$ cat src/design/hsh_pkg.sv
// shared types and constants of the selectable byte-stream hash
package hsh_pkg;

    // algorithm select codes
    localparam logic [1:0] SEL_DJB2   = 2'd0;
    localparam logic [1:0] SEL_FNV    = 2'd1;
    localparam logic [1:0] SEL_MURMUR = 2'd2;

    // hash constants
    localparam logic [31:0] DJB2_START = 32'd5381;
    localparam logic [31:0] FNV_START  = 32'd2166136261;
    localparam logic [31:0] FNV_PRIME  = 32'd16777619;
    localparam logic [31:0] MM_C1      = 32'hcc9e2d51;
    localparam logic [31:0] MM_C2      = 32'h1b873593;
    localparam logic [31:0] MM_N       = 32'he6546b64;
    localparam logic [31:0] MM_F1      = 32'h85ebca6b;
    localparam logic [31:0] MM_F2      = 32'hc2b2ae35;

    // default depth of the queue between front and back
    localparam int QUEUE_DEPTH = 4;

    // classified command passed from front to back
    typedef struct packed {
        logic [7:0] data_byte;
        logic       is_last;
        logic       is_empty;
        logic       first;
        logic [1:0] sel;
    } t_cmd;

    // back-end sequencer states
    typedef enum logic [2:0] {
        ST_FETCH,
        ST_K1,
        ST_K2,
        ST_HMIX,
        ST_FIN,
        ST_FX,
        ST_F2,
        ST_EMIT
    } t_state;

endpackage

$ cat src/design/hsh_in_if.sv
// input channel: one message byte per item
interface hsh_in_if;
    logic       valid;
    logic       ready;
    logic [7:0] data_byte;
    logic       is_last;
    logic       is_empty;

    modport source (output valid, output data_byte, output is_last, output is_empty,
                    input ready);
    modport sink   (input valid, input data_byte, input is_last, input is_empty,
                    output ready);
endinterface

$ cat src/design/hsh_out_if.sv
// output channel: one 32-bit hash per item
interface hsh_out_if;
    logic        valid;
    logic        ready;
    logic [31:0] hash_value;

    modport source (output valid, output hash_value, input ready);
    modport sink   (input valid, input hash_value, output ready);
endinterface

$ cat src/design/hsh_front.sv
// front end: accepts items, holds the select register and marks message starts
module hsh_front (
    input  logic            i_clk,
    input  logic            i_rst_n,
    input  logic            i_cfg_we,
    input  logic [1:0]      i_cfg_data,
    hsh_in_if.sink          i_in,
    input  logic            i_q_full,
    output logic            o_push,
    output hsh_pkg::t_cmd   o_cmd
);

    logic [1:0] r_hash_select;
    logic       r_in_msg;
    logic       n_in_msg;
    logic       w_accept;
    logic       w_drop;

    // accept whenever the queue has room
    assign i_in.ready = !i_q_full;
    assign w_accept   = i_in.valid && !i_q_full;

    // an empty item that does not end a message is dropped
    assign w_drop = i_in.is_empty && !i_in.is_last;
    assign o_push = w_accept && !w_drop;

    // command build
    always_comb begin
        o_cmd.data_byte = i_in.data_byte;
        o_cmd.is_last   = i_in.is_last;
        o_cmd.is_empty  = i_in.is_empty;
        o_cmd.first     = !r_in_msg;
        o_cmd.sel       = r_hash_select;
    end

    // message tracking
    always_comb begin
        n_in_msg = r_in_msg;
        if (o_push) begin
            n_in_msg = !i_in.is_last;
        end
    end

    // registers
    always_ff @(posedge i_clk) begin
        if (!i_rst_n) begin
            r_hash_select <= hsh_pkg::SEL_DJB2;
            r_in_msg      <= 1'b0;
        end else begin
            if (i_cfg_we) begin
                r_hash_select <= i_cfg_data;
            end
            r_in_msg <= n_in_msg;
        end
    end

endmodule

$ cat src/design/hsh_queue.sv
// short command queue between front and back
module hsh_queue #(
    parameter int DEPTH = hsh_pkg::QUEUE_DEPTH
) (
    input  logic            i_clk,
    input  logic            i_rst_n,
    input  logic            i_push,
    input  hsh_pkg::t_cmd   i_cmd,
    output logic            o_full,
    input  logic            i_pop,
    output logic            o_valid,
    output hsh_pkg::t_cmd   o_cmd
);

    localparam int AW = (DEPTH > 1) ? $clog2(DEPTH) : 1;
    localparam int CW = $clog2(DEPTH + 1);

    hsh_pkg::t_cmd r_mem [DEPTH];
    logic [AW-1:0] r_wr_ptr;
    logic [AW-1:0] r_rd_ptr;
    logic [CW-1:0] r_count;
    logic          w_do_pop;

    assign o_full   = (r_count == CW'(DEPTH));
    assign o_valid  = (r_count != '0);
    assign o_cmd    = r_mem[r_rd_ptr];
    assign w_do_pop = i_pop && o_valid;

    // storage
    always_ff @(posedge i_clk) begin
        if (i_push) begin
            r_mem[r_wr_ptr] <= i_cmd;
        end
    end

    // pointers and fill count
    always_ff @(posedge i_clk) begin
        if (!i_rst_n) begin
            r_wr_ptr <= '0;
            r_rd_ptr <= '0;
            r_count  <= '0;
        end else begin
            if (i_push) begin
                r_wr_ptr <= (r_wr_ptr == AW'(DEPTH - 1)) ? '0 : r_wr_ptr + 1'b1;
            end
            if (w_do_pop) begin
                r_rd_ptr <= (r_rd_ptr == AW'(DEPTH - 1)) ? '0 : r_rd_ptr + 1'b1;
            end
            if (i_push && !w_do_pop) begin
                r_count <= r_count + 1'b1;
            end else if (!i_push && w_do_pop) begin
                r_count <= r_count - 1'b1;
            end
        end
    end

endmodule

$ cat src/design/hsh_back.sv
// back end: runs the selected hash over queued commands and holds the result
module hsh_back (
    input  logic            i_clk,
    input  logic            i_rst_n,
    input  logic            i_q_valid,
    input  hsh_pkg::t_cmd   i_cmd,
    output logic            o_pop,
    hsh_out_if.source       o_out
);

    hsh_pkg::t_state r_state;
    hsh_pkg::t_state n_state;

    logic [31:0] r_h;
    logic [31:0] n_h;
    logic [31:0] r_cnt;
    logic [31:0] n_cnt;
    logic [23:0] r_pend;
    logic [23:0] n_pend;
    logic [1:0]  r_pos;
    logic [1:0]  n_pos;
    logic [1:0]  r_sel;
    logic [1:0]  n_sel;
    logic [31:0] r_k;
    logic [31:0] n_k;
    logic        r_last;
    logic        n_last;
    logic        r_tail;
    logic        n_tail;
    logic        r_out_valid;
    logic        n_out_valid;
    logic [31:0] r_out_hash;
    logic [31:0] n_out_hash;

    // per-message base values, restarted on the first command of a message
    logic [31:0] w_h_b;
    logic [31:0] w_cnt_b;
    logic [23:0] w_pend_b;
    logic [1:0]  w_pos_b;
    logic [1:0]  w_sel_e;
    logic [31:0] w_start;
    logic        w_take;
    logic        w_out_free;
    logic [31:0] w_mul_a;
    logic [31:0] w_mul_b;
    logic [31:0] w_prod;
    logic [31:0] w_mix_x;
    logic [31:0] w_mix_r;
    logic [31:0] w_fx;

    function automatic logic [31:0] rotl15(input logic [31:0] x);
        rotl15 = {x[16:0], x[31:17]};
    endfunction

    function automatic logic [31:0] rotl13(input logic [31:0] x);
        rotl13 = {x[18:0], x[31:19]};
    endfunction

    // start value of the algorithm in the command
    always_comb begin
        case (i_cmd.sel)
            hsh_pkg::SEL_FNV:    w_start = hsh_pkg::FNV_START;
            hsh_pkg::SEL_MURMUR: w_start = '0;
            default:             w_start = hsh_pkg::DJB2_START;
        endcase
    end

    assign w_h_b    = i_cmd.first ? w_start : r_h;
    assign w_cnt_b  = i_cmd.first ? '0 : r_cnt;
    assign w_pend_b = i_cmd.first ? '0 : r_pend;
    assign w_pos_b  = i_cmd.first ? '0 : r_pos;
    assign w_sel_e  = i_cmd.first ? i_cmd.sel : r_sel;

    assign w_take     = (r_state == hsh_pkg::ST_FETCH) && i_q_valid;
    assign o_pop      = w_take;
    assign w_out_free = !r_out_valid || o_out.ready;

    // murmur block mix into the running hash, and fmix first step
    assign w_mix_x = r_h ^ r_k;
    assign w_mix_r = rotl13(w_mix_x);
    assign w_fx    = (r_h ^ r_cnt) ^ ((r_h ^ r_cnt) >> 16);

    // shared multiplier
    always_comb begin
        case (r_state)
            hsh_pkg::ST_FETCH: begin
                w_mul_a = w_h_b ^ {24'd0, i_cmd.data_byte};
                w_mul_b = hsh_pkg::FNV_PRIME;
            end
            hsh_pkg::ST_K1: begin
                w_mul_a = r_k;
                w_mul_b = hsh_pkg::MM_C1;
            end
            hsh_pkg::ST_K2: begin
                w_mul_a = rotl15(r_k);
                w_mul_b = hsh_pkg::MM_C2;
            end
            hsh_pkg::ST_FX: begin
                w_mul_a = w_fx;
                w_mul_b = hsh_pkg::MM_F1;
            end
            hsh_pkg::ST_F2: begin
                w_mul_a = r_h ^ (r_h >> 13);
                w_mul_b = hsh_pkg::MM_F2;
            end
            default: begin
                w_mul_a = '0;
                w_mul_b = '0;
            end
        endcase
    end

    assign w_prod = w_mul_a * w_mul_b;

    // next state
    always_comb begin
        n_state = r_state;
        case (r_state)
            hsh_pkg::ST_FETCH: begin
                if (i_q_valid) begin
                    if (w_sel_e == hsh_pkg::SEL_MURMUR) begin
                        if (!i_cmd.is_empty && w_pos_b == 2'd3) begin
                            n_state = hsh_pkg::ST_K1;
                        end else if (i_cmd.is_last) begin
                            n_state = hsh_pkg::ST_FIN;
                        end
                    end else if (i_cmd.is_last) begin
                        n_state = hsh_pkg::ST_EMIT;
                    end
                end
            end
            hsh_pkg::ST_K1: n_state = hsh_pkg::ST_K2;
            hsh_pkg::ST_K2: n_state = hsh_pkg::ST_HMIX;
            hsh_pkg::ST_HMIX: begin
                if (r_tail) begin
                    n_state = hsh_pkg::ST_FX;
                end else if (r_last) begin
                    n_state = hsh_pkg::ST_FIN;
                end else begin
                    n_state = hsh_pkg::ST_FETCH;
                end
            end
            hsh_pkg::ST_FIN: begin
                n_state = (r_pos != 2'd0) ? hsh_pkg::ST_K1 : hsh_pkg::ST_FX;
            end
            hsh_pkg::ST_FX: n_state = hsh_pkg::ST_F2;
            hsh_pkg::ST_F2: n_state = hsh_pkg::ST_EMIT;
            hsh_pkg::ST_EMIT: begin
                if (w_out_free) begin
                    n_state = hsh_pkg::ST_FETCH;
                end
            end
            default: n_state = hsh_pkg::ST_FETCH;
        endcase
    end

    // datapath and output register
    always_comb begin
        n_h         = r_h;
        n_cnt       = r_cnt;
        n_pend      = r_pend;
        n_pos       = r_pos;
        n_sel       = r_sel;
        n_k         = r_k;
        n_last      = r_last;
        n_tail      = r_tail;
        n_out_valid = r_out_valid && !o_out.ready;
        n_out_hash  = r_out_hash;
        case (r_state)
            hsh_pkg::ST_FETCH: begin
                if (w_take) begin
                    n_h    = w_h_b;
                    n_cnt  = w_cnt_b;
                    n_pend = w_pend_b;
                    n_pos  = w_pos_b;
                    n_sel  = w_sel_e;
                    n_last = i_cmd.is_last;
                    n_tail = 1'b0;
                    if (!i_cmd.is_empty) begin
                        n_cnt = w_cnt_b + 32'd1;
                        case (w_sel_e)
                            hsh_pkg::SEL_FNV: begin
                                n_h = w_prod;
                            end
                            hsh_pkg::SEL_MURMUR: begin
                                case (w_pos_b)
                                    2'd0: n_pend = {w_pend_b[23:8], i_cmd.data_byte};
                                    2'd1: n_pend = {w_pend_b[23:16], i_cmd.data_byte,
                                                    w_pend_b[7:0]};
                                    2'd2: n_pend = {i_cmd.data_byte, w_pend_b[15:0]};
                                    default: begin
                                        n_k    = {i_cmd.data_byte, w_pend_b};
                                        n_pend = '0;
                                    end
                                endcase
                                n_pos = w_pos_b + 2'd1;
                            end
                            default: begin
                                n_h = (w_h_b << 5) + w_h_b + {24'd0, i_cmd.data_byte};
                            end
                        endcase
                    end
                end
            end
            hsh_pkg::ST_K1: n_k = w_prod;
            hsh_pkg::ST_K2: n_k = w_prod;
            hsh_pkg::ST_HMIX: begin
                if (r_tail) begin
                    n_h = w_mix_x;
                end else begin
                    n_h = (w_mix_r << 2) + w_mix_r + hsh_pkg::MM_N;
                end
            end
            hsh_pkg::ST_FIN: begin
                if (r_pos != 2'd0) begin
                    n_k    = {8'd0, r_pend};
                    n_tail = 1'b1;
                end
            end
            hsh_pkg::ST_FX: n_h = w_prod;
            hsh_pkg::ST_F2: n_h = w_prod;
            hsh_pkg::ST_EMIT: begin
                if (w_out_free) begin
                    n_out_valid = 1'b1;
                    n_out_hash  = (r_sel == hsh_pkg::SEL_MURMUR) ? (r_h ^ (r_h >> 16)) : r_h;
                end
            end
            default: begin
                n_h = r_h;
            end
        endcase
    end

    // registers
    always_ff @(posedge i_clk) begin
        if (!i_rst_n) begin
            r_state     <= hsh_pkg::ST_FETCH;
            r_out_valid <= 1'b0;
            r_last      <= 1'b0;
            r_tail      <= 1'b0;
            r_sel       <= hsh_pkg::SEL_DJB2;
            r_pos       <= '0;
        end else begin
            r_state     <= n_state;
            r_out_valid <= n_out_valid;
            r_last      <= n_last;
            r_tail      <= n_tail;
            r_sel       <= n_sel;
            r_pos       <= n_pos;
        end
    end

    // payload registers
    always_ff @(posedge i_clk) begin
        r_h        <= n_h;
        r_cnt      <= n_cnt;
        r_pend     <= n_pend;
        r_k        <= n_k;
        r_out_hash <= n_out_hash;
    end

    assign o_out.valid      = r_out_valid;
    assign o_out.hash_value = r_out_hash;

endmodule

$ cat src/design/selectable_byte_stream_hash_core.sv
// top level of the selectable byte-stream hash
// The block hashes a message that arrives one byte per item and returns one 32-bit hash
// after the item marked last: djb2, FNV-1a or MurmurHash3 x86_32 (seed 0), chosen by the
// select register when a message begins (code 3 runs djb2). A front end takes an item in
// every cycle while its command queue has room; the back end works through the queue.
// In the back end a djb2 or FNV-1a byte is hashed as it is taken, and the message end
// loads the result register in ST_EMIT once it is free. A Murmur3 byte that completes a
// 32-bit block is mixed in three steps, ST_K1, ST_K2 and ST_HMIX, with one shared 32x32
// multiplier. The Murmur3 end runs ST_FIN, a tail of one to three bytes through those
// steps, then ST_FX, ST_F2 and ST_EMIT. Within a message the back end takes one djb2 or
// FNV-1a byte per cycle, none in a Murmur3 block mix; the queue absorbs short bursts.
module selectable_byte_stream_hash_core #(
    parameter int QUEUE_DEPTH = hsh_pkg::QUEUE_DEPTH
) (
    input  logic       i_clk,
    input  logic       i_rst_n,
    input  logic       i_cfg_we,
    input  logic [1:0] i_cfg_data,
    hsh_in_if.sink     i_in,
    hsh_out_if.source  o_out
);

    logic          w_push;
    logic          w_full;
    logic          w_pop;
    logic          w_q_valid;
    hsh_pkg::t_cmd w_push_cmd;
    hsh_pkg::t_cmd w_pop_cmd;

    // front end
    hsh_front u_front (
        .i_clk      (i_clk),
        .i_rst_n    (i_rst_n),
        .i_cfg_we   (i_cfg_we),
        .i_cfg_data (i_cfg_data),
        .i_in       (i_in),
        .i_q_full   (w_full),
        .o_push     (w_push),
        .o_cmd      (w_push_cmd)
    );

    // command queue
    hsh_queue #(
        .DEPTH (QUEUE_DEPTH)
    ) u_queue (
        .i_clk   (i_clk),
        .i_rst_n (i_rst_n),
        .i_push  (w_push),
        .i_cmd   (w_push_cmd),
        .o_full  (w_full),
        .i_pop   (w_pop),
        .o_valid (w_q_valid),
        .o_cmd   (w_pop_cmd)
    );

    // back end
    hsh_back u_back (
        .i_clk     (i_clk),
        .i_rst_n   (i_rst_n),
        .i_q_valid (w_q_valid),
        .i_cmd     (w_pop_cmd),
        .o_pop     (w_pop),
        .o_out     (o_out)
    );

endmodule

$ cat src/flat_wrapper.sv
// flat-port wrapper written by rule: the top's interface ports become plain ports
module selectable_byte_stream_hash_core_flat 
#(
    parameter int QUEUE_DEPTH = hsh_pkg::QUEUE_DEPTH
)
  (i_clk, i_rst_n, i_cfg_we, i_cfg_data, i_in_valid, i_in_data_byte, i_in_is_last, i_in_is_empty, i_in_ready, o_out_valid, o_out_hash_value, o_out_ready);
  hsh_in_if i_in_i ();
  hsh_out_if o_out_i ();
  input  logic i_clk;
  input  logic i_rst_n;
  input  logic i_cfg_we;
  input  logic [1:0] i_cfg_data;
  input wire logic [$bits(i_in_i.valid)-1:0] i_in_valid;
  input wire logic [$bits(i_in_i.data_byte)-1:0] i_in_data_byte;
  input wire logic [$bits(i_in_i.is_last)-1:0] i_in_is_last;
  input wire logic [$bits(i_in_i.is_empty)-1:0] i_in_is_empty;
  output wire logic [$bits(i_in_i.ready)-1:0] i_in_ready;
  output wire logic [$bits(o_out_i.valid)-1:0] o_out_valid;
  output wire logic [$bits(o_out_i.hash_value)-1:0] o_out_hash_value;
  input wire logic [$bits(o_out_i.ready)-1:0] o_out_ready;
  assign i_in_i.valid = i_in_valid;
  assign i_in_i.data_byte = i_in_data_byte;
  assign i_in_i.is_last = i_in_is_last;
  assign i_in_i.is_empty = i_in_is_empty;
  assign i_in_ready = i_in_i.ready;
  assign o_out_valid = o_out_i.valid;
  assign o_out_hash_value = o_out_i.hash_value;
  assign o_out_i.ready = o_out_ready;
  selectable_byte_stream_hash_core #(.QUEUE_DEPTH(QUEUE_DEPTH)) u_core (.i_clk(i_clk), .i_rst_n(i_rst_n), .i_cfg_we(i_cfg_we), .i_cfg_data(i_cfg_data), .i_in(i_in_i), .o_out(o_out_i));
endmodule
$ cat config.mk
export PLATFORM = sky130hd
export DESIGN_NAME = selectable_byte_stream_hash_core_flat
export DESIGN_NICKNAME = d
export VERILOG_FILES = /design/src/design/hsh_pkg.sv /design/src/design/hsh_in_if.sv /design/src/design/hsh_out_if.sv /design/src/design/hsh_front.sv /design/src/design/hsh_queue.sv /design/src/design/hsh_back.sv /design/src/design/selectable_byte_stream_hash_core.sv /design/src/flat_wrapper.sv
export SDC_FILE = /design/constraint.sdc
export NUM_CORES = 2
export LEC_CHECK = 0
export ABC_AREA = 1
export BUFFER_PORTS_ARGS = -buffer_cell sky130_fd_sc_hd__buf_2
export CAP_MARGIN = 40
export CELL_PAD_IN_SITES_DETAIL_PLACEMENT = 0
export CELL_PAD_IN_SITES_GLOBAL_PLACEMENT = 1
export CORE_ASPECT_RATIO = 1.4
export CORE_MARGIN = 2
export CORE_UTILIZATION = 42
export CTS_CLUSTER_SIZE = 20
export DETAILED_ROUTE_END_ITERATION = 6
export GPL_TIMING_DRIVEN = 0
export HOLD_SLACK_MARGIN = 0.06
export PLACE_DENSITY_LB_ADDON = 0.1
export SLEW_MARGIN = 30
export SYNTH_ARGS = -nofsm -noshare
export SYNTH_HDL_FRONTEND = slang
export SYNTH_SLANG_ARGS = --single-unit
$ cat constraint.sdc
create_clock -name i_clk -period 12.6 [get_ports i_clk]
set_input_delay 1.89 -clock i_clk [delete_from_list [all_inputs] [get_ports i_clk]]
set_output_delay 1.89 -clock i_clk [all_outputs]
set_load 0.005 [all_outputs]
==> metrics.txt <==
outcome=complete, no violations; final worst clock skew=0.0322 ns; CTS sink cnt=226; vertical die dimension=335 um; worst setup path category=reg2reg; htree depth=1; max-slew violation count=0; area leader, netlist=sky130_fd_sc_hd__fa_1; insertion delay of the later-clocked pin in the worst-skew pair=0.55 ns; Final Net Count=4,895; synthesized netlist cell count=4,107; maximum clock insertion buffer count=3; Setup Total Neg Slack=0 ns; clock-pin slew on the worst setup and hold paths=0.07 ns; most area-consuming cells after synthesis=sky130_fd_sc_hd__fa_1, sky130_fd_sc_hd__edfxtp_1, sky130_fd_sc_hd__inv_1; Max Freq=80.0 MHz; number of synthesized register bits=226; # setup viols final=0; RSZ-0062 raised after global routing=false; synthesis-to-finish area growth=8.20%; EDFF count, synth=204; post-synthesis share of cell area spent on xor and xnor gates=4.72%; Total Die Area=80,300 um^2; post-DP HPWL=139 mm; Final ANT Viol Nets=0; sequential element share of the synthesized area=20.0%; class of the worst hold path=reg2reg; largest family of logic cells by synthesized area=adder cells; area fraction of the dominant cell type after synthesis=25.3%; largest fanout on the critical path=10; pin count of the biggest net entering global routing=40; Max stage delay on crit path=0.67 ns; global-route wire length before repair=217 mm; required time reported for the critical path endpoint=12.86 ns; Hold-fix buffers, CTS=0; # port buffers=50; overflow left after global routing=0; Initial Util=42.3%; total global routing track utilization=39.5%; fraction of final layout cells sized beyond drive strength 1=5.91%; Via Count=28,801; total nets after synthesis=4,789; CTS Buf Count=22; flip-flop cell with the highest count after synthesis=sky130_fd_sc_hd__edfxtp_1; critical path data arrival time=12.76 ns; fraction of synthesized area in multiplexers=0%; syn avg cell area=7.98 um^2; Worst slew margin=31.2%; # DRC=0; crit end category=register; die outline width=240 um; routed length per instance=30.0 um; total of warnings raised by yosys=0; Row Count=121; Worst path most repeated cell=sky130_fd_sc_hd__inv_1; share of the synthesized area in compound gates (AO/OA/AOI/OAI)=9.31%; Worst setup SP type=register; simple-gate share of the synthesized area=17.5%; Vias per Instance=5.46; area of the placeable core=77,500 um^2; transition time at the pin with the least slew margin=1.02 ns; CTS tree=built; number of placed I/O pins=51; Post-Synthesis Cell Area=32,800 um^2; Max-cap violations=0; hold slack final=0.445 ns; Final Cycle Share=99.2%; total count of hold-check failures in the final report=0; slowest cell on the critical path=sky130_fd_sc_hd__a21oi_1; final WL=158 mm; post-layout min period=12.50 ns; initial DRC count=2,790; clock root buffer=sky130_fd_sc_hd__clkbuf_16; number of distinct library cells after synthesis=64; weighted congestion reported at the end of routability-driven placement=1.07; number of antenna violations at the first check in global routing=2; proportion of synthesized flip-flops having asynchronous set or reset=0%; adder-cell area share of the yosys netlist=34.9%; vias in the first global route=29,132; number of iterations in the first detailed-routing pass=6; Final Core Density=45.8%
-- worst paths after layout --
| kind | slack, ns | startpoint | cells after the start | end |
|---|---|---|---|---|
| worst min register to register | 0.44 | u_core.u_back.r_h[20] | 0 | u_core.u_back.o_out.hash_value[20] |
| worst min-delay path | 0.44 | u_core.u_back.r_h[20] | 0 | u_core.u_back.o_out.hash_value[20] |
| worst max register to register | 0.1 | register | 44 | u_core.u_back.r_h[28] |
| worst max-delay path | 0.1 | register | 44 | u_core.u_back.r_h[28] |
-- cells in the mapped netlist (all sizes together) (21+ instances only) --
library cell	count
a21oi	161
buf	38
clkbuf	68
dfxtp	22
edfxtp	204
fa	414
ha	251
inv	1054
nand2	762
nand3	176
nor2	346
nor3	29
o2111ai	21
o211ai	23
o21ai	165
o22ai	64
xnor2	88
xor2	86
-- kinds of logic (layout without fill, tap and decap cells) --
family	count (synthesis)	in the layout
AO/OA/AOI/OAI	517	517
buffers and inverters	1164	1286
other	0	1
AND/OR/NAND/NOR	1360	1360
XOR/XNOR	175	175
adder cells (fa/ha/maj)	665	665
flip-flops	226	226
-- flip-flops by register name, summed over array words and instances (netlist names), named ones only --
name / count
u_core.u_back.r_state: 3
u_core.u_back.r_last: 1
u_core.u_back.r_sel: 2
u_core.u_back.r_h: 32
u_core.u_back.r_cnt: 32
u_core.u_front.r_in_msg: 1
u_core.u_queue.r_mem: 52
u_core.u_queue.r_wr_ptr: 2
u_core.u_queue.r_rd_ptr: 2
u_core.u_front.r_hash_select: 2
u_core.u_back.r_tail: 1
u_core.u_back.r_k: 32
u_core.u_back.o_out.valid: 1
u_core.u_back.r_pend: 24
u_core.u_back.o_out.hash_value: 32
u_core.u_queue.r_count: 3
u_core.u_back.r_pos: 2
-- layout make-up --
cell class,instances,area [um^2]
inverters,1058,3980
clock inverters,12,114
repair buffers,83,559
diodes,1,2.50
fillers,8227,42000
multi-input cells,2717,21800
plain buffers,105,499
clock buffers,28,614
flip-flops and latches,226,6570
well taps,1045,1310
-- worst max-delay path, delay by kind of cell (launching register included) --
kind | cells | cell delay [ns]
buf+inv | 15 | 2.29
flops | 1 | 0.34
fa+ha+maj | 10 | 4.24
compound gates | 7 | 2.87
simple gates | 12 | 2.46
-- through the flow --
| stage | cell area [um^2] | std cells | setup WS [ns] |
|---|---|---|---|
| floorplan | 32800 | 4107 | 3.55 |
| global route | 35500 | 5274 | 0.0100 |
| global placement | 34300 | 5202 | -1.40 |
| finish | 35500 | 5275 | 0.0984 |
| detailed placement | 34700 | 5234 | -0.436 |
| CTS | 35500 | 5274 | 0.0310 |
-- metal layers --
layer  up-vias  track usage (%)  wire, um
li1      12906                -         -
met4         0             37.4     18800
met3       522             4.68      9180
met2      1378             66.0     74500
met5         -                0         0
met1     13995             43.4     55700
-- cell usage in the layout (no fill, tap or decap), types with 22 or more instances in the layout --
cell and instances:
sky130_fd_sc_hd__clkbuf_1 66, sky130_fd_sc_hd__o22ai_1 64, sky130_fd_sc_hd__clkbuf_16 23, sky130_fd_sc_hd__o211ai_1 23, sky130_fd_sc_hd__buf_2 65, sky130_fd_sc_hd__nor2_1 317
sky130_fd_sc_hd__nand3_1 169, sky130_fd_sc_hd__dfxtp_1 22, sky130_fd_sc_hd__nor3_1 24, sky130_fd_sc_hd__xnor2_1 88, sky130_fd_sc_hd__ha_1 251, sky130_fd_sc_hd__edfxtp_1 204
sky130_fd_sc_hd__fa_1 414, sky130_fd_sc_hd__o21ai_0 159, sky130_fd_sc_hd__xor2_1 86, sky130_fd_sc_hd__nand2_1 739, sky130_fd_sc_hd__a21oi_1 157, sky130_fd_sc_hd__buf_4 24
sky130_fd_sc_hd__inv_1 1040
-- timing repair --
action / 4_1_cts / 5_1_grt
buffers inserted: 0 / 0
endpoints found under the setup margin: 1 / 3
resized for setup: 3 / 0
Power is not shown: default switching activity piles up to over one toggle a cycle in this logic, so the estimate is an artifact.
